[src/rtl/crcfrp_pkg.sv]
// ----------------------------------------------------------------------------
// crcfrp_pkg
// Shared types, constants and functions of the CRC framed report parser.
// ----------------------------------------------------------------------------
`default_nettype none

package crcfrp_pkg;

   // frame layout
   localparam int HEADER_BYTES        = 7;
   localparam int MOUSE_PAYLOAD_BYTES = 8;
   localparam int CHECKSUM_BYTES      = 2;
   localparam int FRAME_MAX           = HEADER_BYTES + MOUSE_PAYLOAD_BYTES + CHECKSUM_BYTES;
   localparam int POS_W               = $clog2(FRAME_MAX + 1);

   // header byte places
   localparam int IDX_VERSION = 3;
   localparam int IDX_KIND    = 4;
   localparam int IDX_SEQ     = 5;
   localparam int IDX_LEN     = 6;

   // header codes
   localparam logic [7:0] SYNC0      = 8'h53;
   localparam logic [7:0] SYNC1      = 8'h49;
   localparam logic [7:0] SYNC2      = 8'h42;
   localparam logic [7:0] KIND_PROBE = 8'h00;
   localparam logic [7:0] KIND_MOUSE = 8'h01;

   // CRC-16 CCITT-FALSE
   localparam logic [15:0] CRC_INIT = 16'hFFFF;
   localparam logic [15:0] CRC_POLY = 16'h1021;

   localparam logic [7:0] VERSION_RESET = 8'h01;

   // queue between front and back
   localparam int QUEUE_DEPTH = 2;

   // stream widths; msg_kind travels on tuser, the rest on tdata
   localparam int REQ_DATA_W = 8;
   localparam int MSG_W      = 73;
   localparam int RSP_DATA_W = MSG_W - 1;

   // one parsed frame, msg_kind in the lowest bit
   typedef struct packed {
      logic signed [15:0] wheel_delta;
      logic signed [15:0] delta_y;
      logic signed [15:0] delta_x;
      logic [15:0]        button_bits;
      logic [7:0]         sequence_num;
      logic               msg_kind;
   } msg_type;

   // front to queue
   typedef struct packed {
      logic    valid;
      msg_type msg;
   } push_type;

   // queue status
   typedef struct packed {
      logic full;
      logic empty;
   } qstat_type;

   // advance the CRC over one byte, MSB first
   function automatic logic [15:0] crc_byte(input logic [15:0] crc, input logic [7:0] b);
      logic [15:0] c;
      c = crc ^ {b, 8'h00};
      for (int k = 0; k < 8; k++) begin
         if (c[15]) begin
            c = {c[14:0], 1'b0} ^ CRC_POLY;
         end else begin
            c = {c[14:0], 1'b0};
         end
      end
      return c;
   endfunction

   // type and length agree
   function automatic logic length_fits(input logic [7:0] kind, input logic [7:0] len);
      return ((kind == KIND_PROBE) && (len == 8'd0)) ||
             ((kind == KIND_MOUSE) && (len == 8'(MOUSE_PAYLOAD_BYTES)));
   endfunction

endpackage

`default_nettype wire

[src/rtl/crc_framed_report_parser_core.sv]
// Result path: a good frame's message is written into the queue at the edge that
//   accepts its last byte, then loaded into the output register once that is free.
// Throughput: one byte per cycle; req_tready drops only while the message
//   queue is full, which needs QUEUE_DEPTH + 1 good frames behind a stalled rsp.
// Reset: synchronous, active high; clears the hunt position, the running CRC,
//   the queue and the output valid, and sets the protocol version to 1.
// ----------------------------------------------------------------------------
// crc_framed_report_parser_core
// Hunts for CRC-16 framed probe and mouse reports in a byte stream and emits
// one message per good frame.
// ----------------------------------------------------------------------------
`default_nettype none

module crc_framed_report_parser_core
   import crcfrp_pkg::*;
#(
   parameter int QDEPTH = QUEUE_DEPTH
)
(
   input  wire logic                  clock,
   input  wire logic                  reset,
   // item in
   input  wire logic                  req_tvalid,
   output logic                       req_tready,
   input  wire logic [REQ_DATA_W-1:0] req_tdata,   // [7:0] rx_byte
   // item out
   output logic                       rsp_tvalid,
   input  wire logic                  rsp_tready,
   // [7:0] sequence_num, [23:8] button_bits, [39:24] delta_x,
   // [55:40] delta_y, [71:56] wheel_delta
   output logic [RSP_DATA_W-1:0]      rsp_tdata,
   output logic                       rsp_tuser,   // [0] msg_kind
   // protocol version write
   input  wire logic                  csr_valid,
   output logic                       csr_ready,
   input  wire logic [7:0]            csr_data
);

   logic [7:0] version_ff;
   logic       take, pop;
   push_type   push;
   msg_type    head;
   qstat_type  stat;

   // version register
   always_ff @(posedge clock) begin
      if (reset) begin
         version_ff <= VERSION_RESET;
      end else if (csr_valid && csr_ready) begin
         version_ff <= csr_data;
      end
   end

   assign csr_ready  = 1'b1;
   assign req_tready = !stat.full;
   assign take       = req_tvalid && req_tready;

   crcfrp_front u_front (
      .clock   (clock),
      .reset   (reset),
      .take    (take),
      .rx_byte (req_tdata),
      .version (version_ff),
      .push    (push)
   );

   crcfrp_queue #(
      .DEPTH (QDEPTH)
   ) u_queue (
      .clock (clock),
      .reset (reset),
      .push  (push),
      .pop   (pop),
      .head  (head),
      .stat  (stat)
   );

   crcfrp_back u_back (
      .clock      (clock),
      .reset      (reset),
      .head       (head),
      .stat       (stat),
      .pop        (pop),
      .rsp_tvalid (rsp_tvalid),
      .rsp_tready (rsp_tready),
      .rsp_tdata  (rsp_tdata),
      .rsp_tuser  (rsp_tuser)
   );

   // a message is never offered to a full queue
   assert property (@(posedge clock) disable iff (reset) !(push.valid && stat.full))
      else $error("message pushed into full queue");

   // frames take at least nine bytes, so messages never come back to back
   assert property (@(posedge clock) disable iff (reset) push.valid |=> !push.valid)
      else $error("messages on consecutive cycles");

   // the output register only fills from a non-empty queue
   assert property (@(posedge clock) disable iff (reset)
                    $rose(rsp_tvalid) |-> $past(!stat.empty))
      else $error("result raised without queued message");

endmodule

`default_nettype wire

[src/rtl/crcfrp_front.sv]
// ----------------------------------------------------------------------------
// crcfrp_front
// Byte hunter: tracks the frame position, checks the header, runs the CRC
// and hands each good frame to the queue as one message.
// ----------------------------------------------------------------------------
`default_nettype none

module crcfrp_front
   import crcfrp_pkg::*;
(
   input  wire logic       clock,
   input  wire logic       reset,
   input  wire logic       take,        // a byte is accepted this cycle
   input  wire logic [7:0] rx_byte,
   input  wire logic [7:0] version,
   output push_type        push
);

   localparam logic [POS_W-1:0] POS_LAST  = POS_W'(FRAME_MAX);
   localparam logic [POS_W-1:0] POS_HDR   = POS_W'(HEADER_BYTES);
   localparam logic [8:0]       HDR_W9    = 9'(HEADER_BYTES);
   localparam logic [8:0]       DONE_BASE = 9'(HEADER_BYTES + CHECKSUM_BYTES);
   localparam int               IDX_PAY   = HEADER_BYTES;
   localparam int               IDX_LO_M  = HEADER_BYTES + MOUSE_PAYLOAD_BYTES;

   logic [POS_W-1:0] pos_ff, pos_in;
   logic [15:0]      crc_ff, crc_in;
   logic [7:0]       store_ff [FRAME_MAX];

   logic [POS_W-1:0] pos_cur, pos_nxt;
   logic             drop, hdr_fail, done, crc_take, frame_ok;
   logic [7:0]       len, kind, crc_lo;
   logic [15:0]      crc_step;

   // state registers
   always_ff @(posedge clock) begin
      if (reset) begin
         pos_ff <= '0;
         crc_ff <= CRC_INIT;
      end else begin
         pos_ff <= pos_in;
         crc_ff <= crc_in;
      end
   end

   // frame bytes, no reset
   always_ff @(posedge clock) begin
      if (take && !drop) begin
         store_ff[pos_cur] <= rx_byte;
      end
   end

   always_comb begin
      pos_cur  = (pos_ff >= POS_LAST) ? '0 : pos_ff;
      pos_nxt  = pos_cur + POS_W'(1);
      len      = store_ff[IDX_LEN];
      kind     = store_ff[IDX_KIND];
      crc_lo   = (kind == KIND_MOUSE) ? store_ff[IDX_LO_M] : store_ff[IDX_PAY];
      drop     = (pos_cur == '0) && (rx_byte != SYNC0);

      // header and payload bytes go into the CRC
      crc_take = (pos_cur < POS_HDR) || ({{(9 - POS_W){1'b0}}, pos_cur} < HDR_W9 + {1'b0, len});
      crc_step = crc_byte((pos_cur == '0) ? CRC_INIT : crc_ff, rx_byte);

      // header checks on the byte just taken
      hdr_fail = ((pos_nxt == POS_W'(2)) && (rx_byte != SYNC1)) ||
                 ((pos_nxt == POS_W'(3)) && (rx_byte != SYNC2)) ||
                 ((pos_nxt == POS_W'(4)) && (rx_byte != version)) ||
                 ((pos_nxt == POS_W'(5)) && (rx_byte != KIND_PROBE) &&
                  (rx_byte != KIND_MOUSE)) ||
                 ((pos_nxt == POS_HDR) && !length_fits(kind, rx_byte));

      // last checksum byte of the frame
      done     = (pos_cur >= POS_HDR) &&
                 ({{(9 - POS_W){1'b0}}, pos_nxt} == DONE_BASE + {1'b0, len});
      frame_ok = (store_ff[IDX_VERSION] == version) && length_fits(kind, len) &&
                 (crc_ff == {rx_byte, crc_lo});

      pos_in = pos_ff;
      crc_in = crc_ff;
      if (take) begin
         if (drop) begin
            pos_in = '0;
            crc_in = CRC_INIT;
         end else if (hdr_fail) begin
            // restart; the offending byte opens a new frame if it is the first sync byte
            if (rx_byte == SYNC0) begin
               pos_in = POS_W'(1);
               crc_in = crc_byte(CRC_INIT, SYNC0);
            end else begin
               pos_in = '0;
               crc_in = CRC_INIT;
            end
         end else if (done) begin
            pos_in = '0;
            crc_in = CRC_INIT;
         end else begin
            pos_in = pos_nxt;
            crc_in = crc_take ? crc_step : crc_ff;
         end
      end

      // message for a good frame
      push.valid            = take && !drop && !hdr_fail && done && frame_ok;
      push.msg.msg_kind     = kind[0];
      push.msg.sequence_num = store_ff[IDX_SEQ];
      if (kind == KIND_MOUSE) begin
         push.msg.button_bits = {store_ff[IDX_PAY + 1], store_ff[IDX_PAY]};
         push.msg.delta_x     = {store_ff[IDX_PAY + 3], store_ff[IDX_PAY + 2]};
         push.msg.delta_y     = {store_ff[IDX_PAY + 5], store_ff[IDX_PAY + 4]};
         push.msg.wheel_delta = {store_ff[IDX_PAY + 7], store_ff[IDX_PAY + 6]};
      end else begin
         push.msg.button_bits = '0;
         push.msg.delta_x     = '0;
         push.msg.delta_y     = '0;
         push.msg.wheel_delta = '0;
      end
   end

endmodule

`default_nettype wire

[src/rtl/crcfrp_queue.sv]
// ----------------------------------------------------------------------------
// crcfrp_queue
// Short message queue between the front and the back.
// ----------------------------------------------------------------------------
`default_nettype none

module crcfrp_queue
   import crcfrp_pkg::*;
#(
   parameter int DEPTH = QUEUE_DEPTH
)
(
   input  wire logic     clock,
   input  wire logic     reset,
   input  wire push_type push,
   input  wire logic     pop,
   output msg_type       head,
   output qstat_type     stat
);

   localparam int AW = (DEPTH > 1) ? $clog2(DEPTH) : 1;
   localparam int CW = $clog2(DEPTH + 1);
   localparam logic [AW-1:0] PTR_LAST = AW'(DEPTH - 1);
   localparam logic [CW-1:0] CNT_FULL = CW'(DEPTH);

   msg_type       entry_ff [DEPTH];
   logic [AW-1:0] wr_ff, wr_in, rd_ff, rd_in;
   logic [CW-1:0] cnt_ff, cnt_in;
   logic          do_push, do_pop;

   always_comb begin
      stat.full  = (cnt_ff == CNT_FULL);
      stat.empty = (cnt_ff == '0);
      do_push    = push.valid && !stat.full;
      do_pop     = pop && !stat.empty;
      head       = entry_ff[rd_ff];

      // advance pointers with wrap
      wr_in = wr_ff;
      rd_in = rd_ff;
      if (do_push) begin
         wr_in = (wr_ff == PTR_LAST) ? '0 : wr_ff + AW'(1);
      end
      if (do_pop) begin
         rd_in = (rd_ff == PTR_LAST) ? '0 : rd_ff + AW'(1);
      end
      cnt_in = cnt_ff + CW'(do_push) - CW'(do_pop);
   end

   always_ff @(posedge clock) begin
      if (reset) begin
         wr_ff  <= '0;
         rd_ff  <= '0;
         cnt_ff <= '0;
      end else begin
         wr_ff  <= wr_in;
         rd_ff  <= rd_in;
         cnt_ff <= cnt_in;
      end
   end

   // store entries
   always_ff @(posedge clock) begin
      if (do_push) begin
         entry_ff[wr_ff] <= push.msg;
      end
   end

endmodule

`default_nettype wire

[src/rtl/crcfrp_back.sv]
// ----------------------------------------------------------------------------
// crcfrp_back
// Result side: pops messages from the queue into the output register.
// ----------------------------------------------------------------------------
`default_nettype none

module crcfrp_back
   import crcfrp_pkg::*;
(
   input  wire logic                  clock,
   input  wire logic                  reset,
   input  wire msg_type               head,
   input  wire qstat_type             stat,
   output logic                       pop,
   output logic                       rsp_tvalid,
   input  wire logic                  rsp_tready,
   output logic [RSP_DATA_W-1:0]      rsp_tdata,
   output logic                       rsp_tuser
);

   logic    valid_ff, valid_in;
   msg_type msg_ff;

   always_comb begin
      // refill when the output register is free or being taken
      pop      = !stat.empty && (!valid_ff || rsp_tready);
      valid_in = pop || (valid_ff && !rsp_tready);
   end

   always_ff @(posedge clock) begin
      if (reset) begin
         valid_ff <= 1'b0;
      end else begin
         valid_ff <= valid_in;
      end
   end

   always_ff @(posedge clock) begin
      if (pop) begin
         msg_ff <= head;
      end
   end

   assign rsp_tvalid = valid_ff;
   assign rsp_tuser  = msg_ff.msg_kind;
   assign rsp_tdata  = {msg_ff.wheel_delta, msg_ff.delta_y, msg_ff.delta_x,
                        msg_ff.button_bits, msg_ff.sequence_num};

endmodule

`default_nettype wire

[config.mk]
export PLATFORM = sky130hd
export DESIGN_NAME = crc_framed_report_parser_core
export DESIGN_NICKNAME = d
export VERILOG_FILES = /design/src/rtl/crcfrp_pkg.sv /design/src/rtl/crc_framed_report_parser_core.sv /design/src/rtl/crcfrp_front.sv /design/src/rtl/crcfrp_queue.sv /design/src/rtl/crcfrp_back.sv
export SDC_FILE = /design/constraint.sdc
export NUM_CORES = 1
export LEC_CHECK = 0
export ABC_AREA = 1
export BUFFER_PORTS_ARGS = -buffer_cell sky130_fd_sc_hd__buf_4
export CAP_MARGIN = 30
export CORE_MARGIN = 5
export CORE_UTILIZATION = 54
export CTS_CLUSTER_SIZE = 8
export DETAILED_ROUTE_END_ITERATION = 12
export HOLD_SLACK_MARGIN = 0.1
export PLACE_DENSITY = 0.78
export SYNTH_ARGS = -nofsm -noshare
export SYNTH_HDL_FRONTEND = slang
export SYNTH_SLANG_ARGS = --single-unit
[constraint.sdc]
create_clock -name clock -period 6.4 [get_ports clock]
set_clock_uncertainty 0.2 [all_clocks]
set_input_delay 1.28 -clock clock [delete_from_list [all_inputs] [get_ports clock]]
set_output_delay 1.28 -clock clock [all_outputs]
set_load 0.005 [all_outputs]
# Word level (Yosys, flattened, before mapping)

Memory sizes are Yosys's and may differ from the RTL's. A register that Yosys moved wholly into a read port is not among the register bits.
Cells that the tools add are included.

Add/subtract/negate cells: 7
Magnitude comparators: 4
Equal/unequal tests: 18
Mux-type cells: 27
Bitwise gates (word level): 9
Reductions and logical operators: 47

Operator list:

| kind                                                | number |
|---|---|
| two-way mux 13 bit                                  | 8 |
| two-way mux 16 bit                                  | 5 |
| two-way mux 64 bit                                  | 1 |
| zero test 8 bit                                     | 3 |
| != test 8 x 7 -> 1 bit, second input constant       | 3 |
| NOT 3 bit                                           | 8 |
| logical AND 1 bit                                   | 23 |
| two-way mux 5 bit                                   | 4 |
| equality test 16 bit                                | 1 |
| equality test 8 x 4 -> 1 bit, second input constant | 2 |
| XOR 16 bit                                          | 1 |
| equality test 5 x 3 -> 1 bit, second input constant | 3 |
| two-way mux 15 bit                                  | 1 |
| equality test 5 x 2 -> 1 bit, second input constant | 2 |
| adder 3 x 8 -> 9 bit, first input constant          | 1 |
| adder 4 x 8 -> 9 bit, first input constant          | 1 |
| equality test 5 x 9 -> 1 bit                        | 1 |
| logical OR 1 bit                                    | 9 |
| < comparator 5 x 9 -> 1 bit                         | 1 |
| equality test 8 x 1 -> 1 bit, second input constant | 1 |
| equality test 8 x 7 -> 1 bit, second input constant | 1 |
| equality test 8 bit                                 | 1 |
| two-way mux 8 bit                                   | 1 |
| != test 8 x 1 -> 1 bit, second input constant       | 1 |
| 16 further kinds                                    | 29 |

Register bits after elaboration: 34
Bits in writable memories: 282
Input port bits: 21
Output and inout port bits: 76
Word-level logic and storage cells: 121
Memories: 2

Memory list:

| name             | words | bits a word | rd ports | clocked after Yosys merged registers in | write ports | RTL line           | RTL |
|---|---|---|---|---|---|---|---|
| u_queue.entry_ff | 2     | 73          | 1        | 1                                       | 1           | crcfrp_queue.sv:26 | `msg_type entry_ff [DEPTH];` |
| u_front.store_ff | 17    | 8           | 13       | 0                                       | 1           | crcfrp_front.sv:28 | `logic [7:0] store_ff [FRAME_MAX];` |

# Logic depth before layout (Yosys ltp)

Word-level depth: 25
Gate-level depth with buffers: 19
Mapped depth without buffers: 19

# By module

From an unflattened synthesis, not the netlist that was laid out.

Cell total of the unflattened synthesis: 1211
Area, all modules: 15149.5 µm²

By module, submodules not included:

| module                        | times used | cells an instance | area each (µm²) | seq. area each (µm²) |
|---|---|---|---|---|
| crcfrp_front                  | 1          | 812               | 6677.7          | 3543.4 |
| crcfrp_queue                  | 1          | 266               | 5871.9          | 4484.3 |
| crcfrp_back                   | 1          | 78                | 2235.9          | 2212.1 |
| crc_framed_report_parser_core | 1          | 55                | 364.1           | 160.2 |

# Worst setup path after synthesis

Ideal clock, no wire load.

Path type: input port to flip-flop
Start: input req_tdata[0]
End: memory u_queue.entry_ff[0][0] (netlist name) (enable)
Library setup time: 0.505 ns
Arrival: 5.462 ns
Path slack: 0.234 ns
Cell stages on the path: 11
Path buffers: 1
Cell sequence: buf_2 nand2_1 nor3_1 nand4_1 nand2_2 nand2_2 inv_2 nand2_1 nor2_1 nand3_1 nor2_1

Cells in the longest elaborated chain, start to end: 13

RTL lines:

| what                                                         | RTL line                               | RTL |
|---|---|---|
| from (decl)                                                  | crc_framed_report_parser_core.sv:25    | `input wire logic [REQ_DATA_W-1:0] req_tdata,` |
| != test 8 x 7 -> 1 bit, or another cell as far along         | crcfrp_front.sv:66                     | `hdr_fail = ((pos_nxt == POS_W'(2)) && (rx_byte != SYNC1)) \|\|` |
| logical AND 1 bit (on tied branches)                         | -                                      |  |
| logical OR 1 bit (on tied branches)                          | crcfrp_front.sv:66, crcfrp_pkg.sv:81   |  |
| logical OR 1 bit / zero test 1 bit (equally long branches)   | crcfrp_front.sv:67, crcfrp_front.sv:71 |  |
| logical OR 1 bit / logical AND 1 bit (equally long branches) | crcfrp_front.sv:68, crcfrp_front.sv:71 |  |
| logical OR 1 bit                                             | crcfrp_front.sv:70                     | `(rx_byte != KIND_MOUSE)) \|\|` |
| zero test 1 bit                                              | crcfrp_front.sv:104                    | `push.valid = take && !drop && !hdr_fail && done && frame_ok;` |
| logical AND 1 bit (2 in series)                              | crcfrp_front.sv:104                    |  |
| logical AND 1 bit (*)                                        | crcfrp_front.sv:104                    |  |
| logical AND 1 bit (*)                                        | crcfrp_queue.sv:34                     | `do_push = push.valid && !stat.full;` |
| two-way mux 1 bit (*)                                        | crcfrp_queue.sv:64                     | `if (do_push) begin` |
| two-way mux 1 bit (not written as such) (*)                  | crcfrp_queue.sv:65                     | `entry_ff[wr_ff] <= push.msg;` |
| to (decl)                                                    | crcfrp_queue.sv:26                     |  |

Every way passes the cells marked *; elsewhere a longest branch is shown, timed or not.

==> results.sh <==
export IMPL_synth_cell_types=36
export IMPL_clk_latency_ps=550
export IMPL_end_kind="flip-flop"
export IMPL_synth_area_per_cell_um2=10.9
export IMPL_diodes=0
export IMPL_place_ws_ps=1900
export IMPL_antenna_left=0
export IMPL_slowest_delay_ps=670
export IMPL_clockBufferDepth=3
export IMPL_post_drt_wl_per_cell_um=17.6
export IMPL_final_common_cell="nand2_1"
export IMPL_antenna_found_initial=0
export IMPL_design_core_area_um2=27000
export IMPL_syn_inst=1366
export IMPL_rsz0062_at_grt="false"
export IMPL_area_growth_pct=17.1
export IMPL_peakVddDrop_uv=356
export IMPL_io_buffers=95
export IMPL_synth_xor_area_share=0.0130
export IMPL_fin_tns_setup_ps=0
export IMPL_min_path_cells=0
export IMPL_cts_resized=0
export IMPL_drv_slew=0
export IMPL_fp_dieH_um=176
export IMPL_critPathKind="reg2reg"
export IMPL_final_cell_mix="nand2_1, edfxtp_1, inv_1"
export IMPL_grt_pass1_wl_um=51400
export IMPL_viasPerCell=5.22
export IMPL_drc=0
export IMPL_critPathSlowestCell="inv_2"
export IMPL_synth_top_area_cell="edfxtp_1"
export IMPL_arrival_ps=4270
export IMPL_synth_adder_area_share=0.0126
export IMPL_synth_compound_area_frac=0.0138
export IMPL_yosysWarnings=0
export IMPL_synth_nets=1402
export IMPL_status="completed"
export IMPL_fmax_ghz=0.234
export IMPL_globalRouteTotalUtil=0.212
export IMPL_max_slew_margin=0.379
export IMPL_cp_max_fo=41
export IMPL_grt_max_degree=75
export IMPL_synth_top_family_by_area="simple AND/OR/NAND/NOR gates"
export IMPL_synth_top_area_frac=0.653
export IMPL_start_kind="flip-flop"
export IMPL_fp_row_count=60
export IMPL_finalSetupViolations=0
export IMPL_synth_area_top_cells="edfxtp_1, nand2_1, dfxtp_1"
export IMPL_ys_seq_area_frac=0.698
export IMPL_cts_sinks=357
export IMPL_worstMarginPinSlew_ps=932
export IMPL_postCtsHoldBufs=0
export IMPL_nNetsFinal=1530
export IMPL_ios=97
export IMPL_p_leak_uw=0.00759
export IMPL_htreeDepth=2
export IMPL_r2r_worst_path_cells=15
export IMPL_grt_pass1_vias=9616
export IMPL_postCtsSetupBuffers=0
export IMPL_root_buffer="clkbuf_16"
export IMPL_drt_first_pass_iters=5
export IMPL_worst_slack_ps=2130
export IMPL_post_route_period_util=0.667
export IMPL_dr_first_iter_drc_count=861
export IMPL_drt_wl_total_um=32800
export IMPL_synth_mux_area_frac=0
export IMPL_start_util=0.550
export IMPL_synth_simple_area_share=0.209
export IMPL_die_w_um=176
export IMPL_hold_viol=0
export IMPL_hp_class="reg2reg"
export IMPL_place_congestion=0.945
export IMPL_ys_ff_latch=357
export IMPL_period_needed_ps=4270
export IMPL_die_area_um2=30900
export IMPL_synth_area_um2=14900
export IMPL_path_cells="inv_1 > nand2_1 > nor2_2 > nand2_2 > buf_4 > inv_1 > nand2_1 > nand3_1 > nand3_1 > nand2_4 > nand2_1 > inv_1 > nand4_1 > inv_2 > buf_4"
export IMPL_drive_gt1_frac=0.148
export IMPL_cap_violations=0
export IMPL_critPathRequiredTime_ps=6410
export IMPL_cts_tree="done"
export IMPL_dp_final_hpwl_um=20600
export IMPL_fillers=2011
export IMPL_overflow=0
export IMPL_power_per_cell_area_nw_per_um2=354
export IMPL_clk_pin_slew_worst_paths_ps=50
export IMPL_cts_made_buffers=50
export IMPL_vias=9737
final cells by class:
type	count	area (um2)	share of cell area
Clock buffer	79	1370	0.0788
Inverter	166	623	0.0358
Timing Repair Buffer	112	858	0.0493
Multi-Input combinational cell	807	3700	0.213
Tap cell	341	427	0.0245
Sequential cell	357	10400	0.597
Clock inverter	2	36.3	0.00209
cell usage after synthesis:
cell type / count
a21oi_1: 13
a21oi_2: 1
a31oi_1: 1
buf_1: 7
buf_2: 5
buf_4: 1
buf_6: 3
clkbuf_1: 20
clkinv_1: 1
conb_1: 1
dfxtp_1: 34
edfxtp_1: 323
ha_1: 15
inv_1: 155
inv_2: 10
nand2_1: 450
nand2_2: 23
nand2_4: 4
nand3_1: 78
nand3_2: 4
nand3_4: 1
nand3b_1: 7
nand4_1: 15
nand4_4: 1
nor2_1: 126
nor2_2: 6
nor2_4: 3
nor3_1: 10
nor4_1: 1
o21a_1: 1
o21ai_0: 20
o21ai_1: 2
o21bai_1: 1
or2_2: 1
xnor2_1: 10
xor2_1: 12
sequential cells by signal, indices dropped and copies added, names as in the netlist, 2 cells and up:
name,flops
u_back.rsp_tdata,72
u_front.crc_ff,16
u_front.pos_ff,5
u_front.store_ff,104
u_queue.cnt_ff,2
u_queue.entry_ff,146
version_ff,8
worst max-delay path, delay by kind of cell (launching register included):
kind / cells / cell delay (ps)
buffers and inverters: 6 / 1790
AND/OR/NAND/NOR: 9 / 1510
flip-flops: 1 / 390
report_power, final:
part           total (uW)  leakage (uW)  switching (uW)  internal, uW
combinational         864       0.00344             540           324
clock                2360      0.000673             912          1450
sequential           2930       0.00348            80.4          2850
total                6150       0.00759            1530          4620
cells by family after synthesis:
logic type,Yosys count
xor gates and xnor gates,22
and+or+nand+nor,730
other,1
adders and majority gates,15
DFF,357
AOI/OAI and AO/OA,39
buffers and inverters,202
routing by layer:
layer  vias up  GRT usage  share of wire
li1       4708          -              -
met1      4641      0.277           0.42
met2       327      0.364           0.50
met3        61     0.0381          0.057
met4         0     0.0676          0.024
met5         -          0              0
through the flow:
stage | instance area, um2 | std cells | total power [uW] | utilization | hold slack [ps]
finish | 17400 | 1864 | 6150 | 0.644 | 240
global route | 17400 | 1864 | 6410 | 0.644 | 260
CTS | 17400 | 1863 | 6200 | 0.643 | 246
detailed placement | 16000 | 1782 | 3850 | 0.591 | 234
global placement | 15900 | 1780 | 3800 | 0.590 | 226
floorplan | 14900 | 1366 | 3370 | - | 221
worst paths after layout:
check                           slack, ps                      end              startpoint
worst max-delay path                 2130  u_queue.entry_ff[1][23]  u_front.store_ff[4][1]
worst max register to register       2130  u_queue.entry_ff[1][23]  u_front.store_ff[4][1]
worst min-delay path                  240   u_queue.entry_ff[1][7]  u_front.store_ff[5][6]
worst min register to register        240   u_queue.entry_ff[1][7]  u_front.store_ff[5][6]
(Power assumes the default switching activity.)
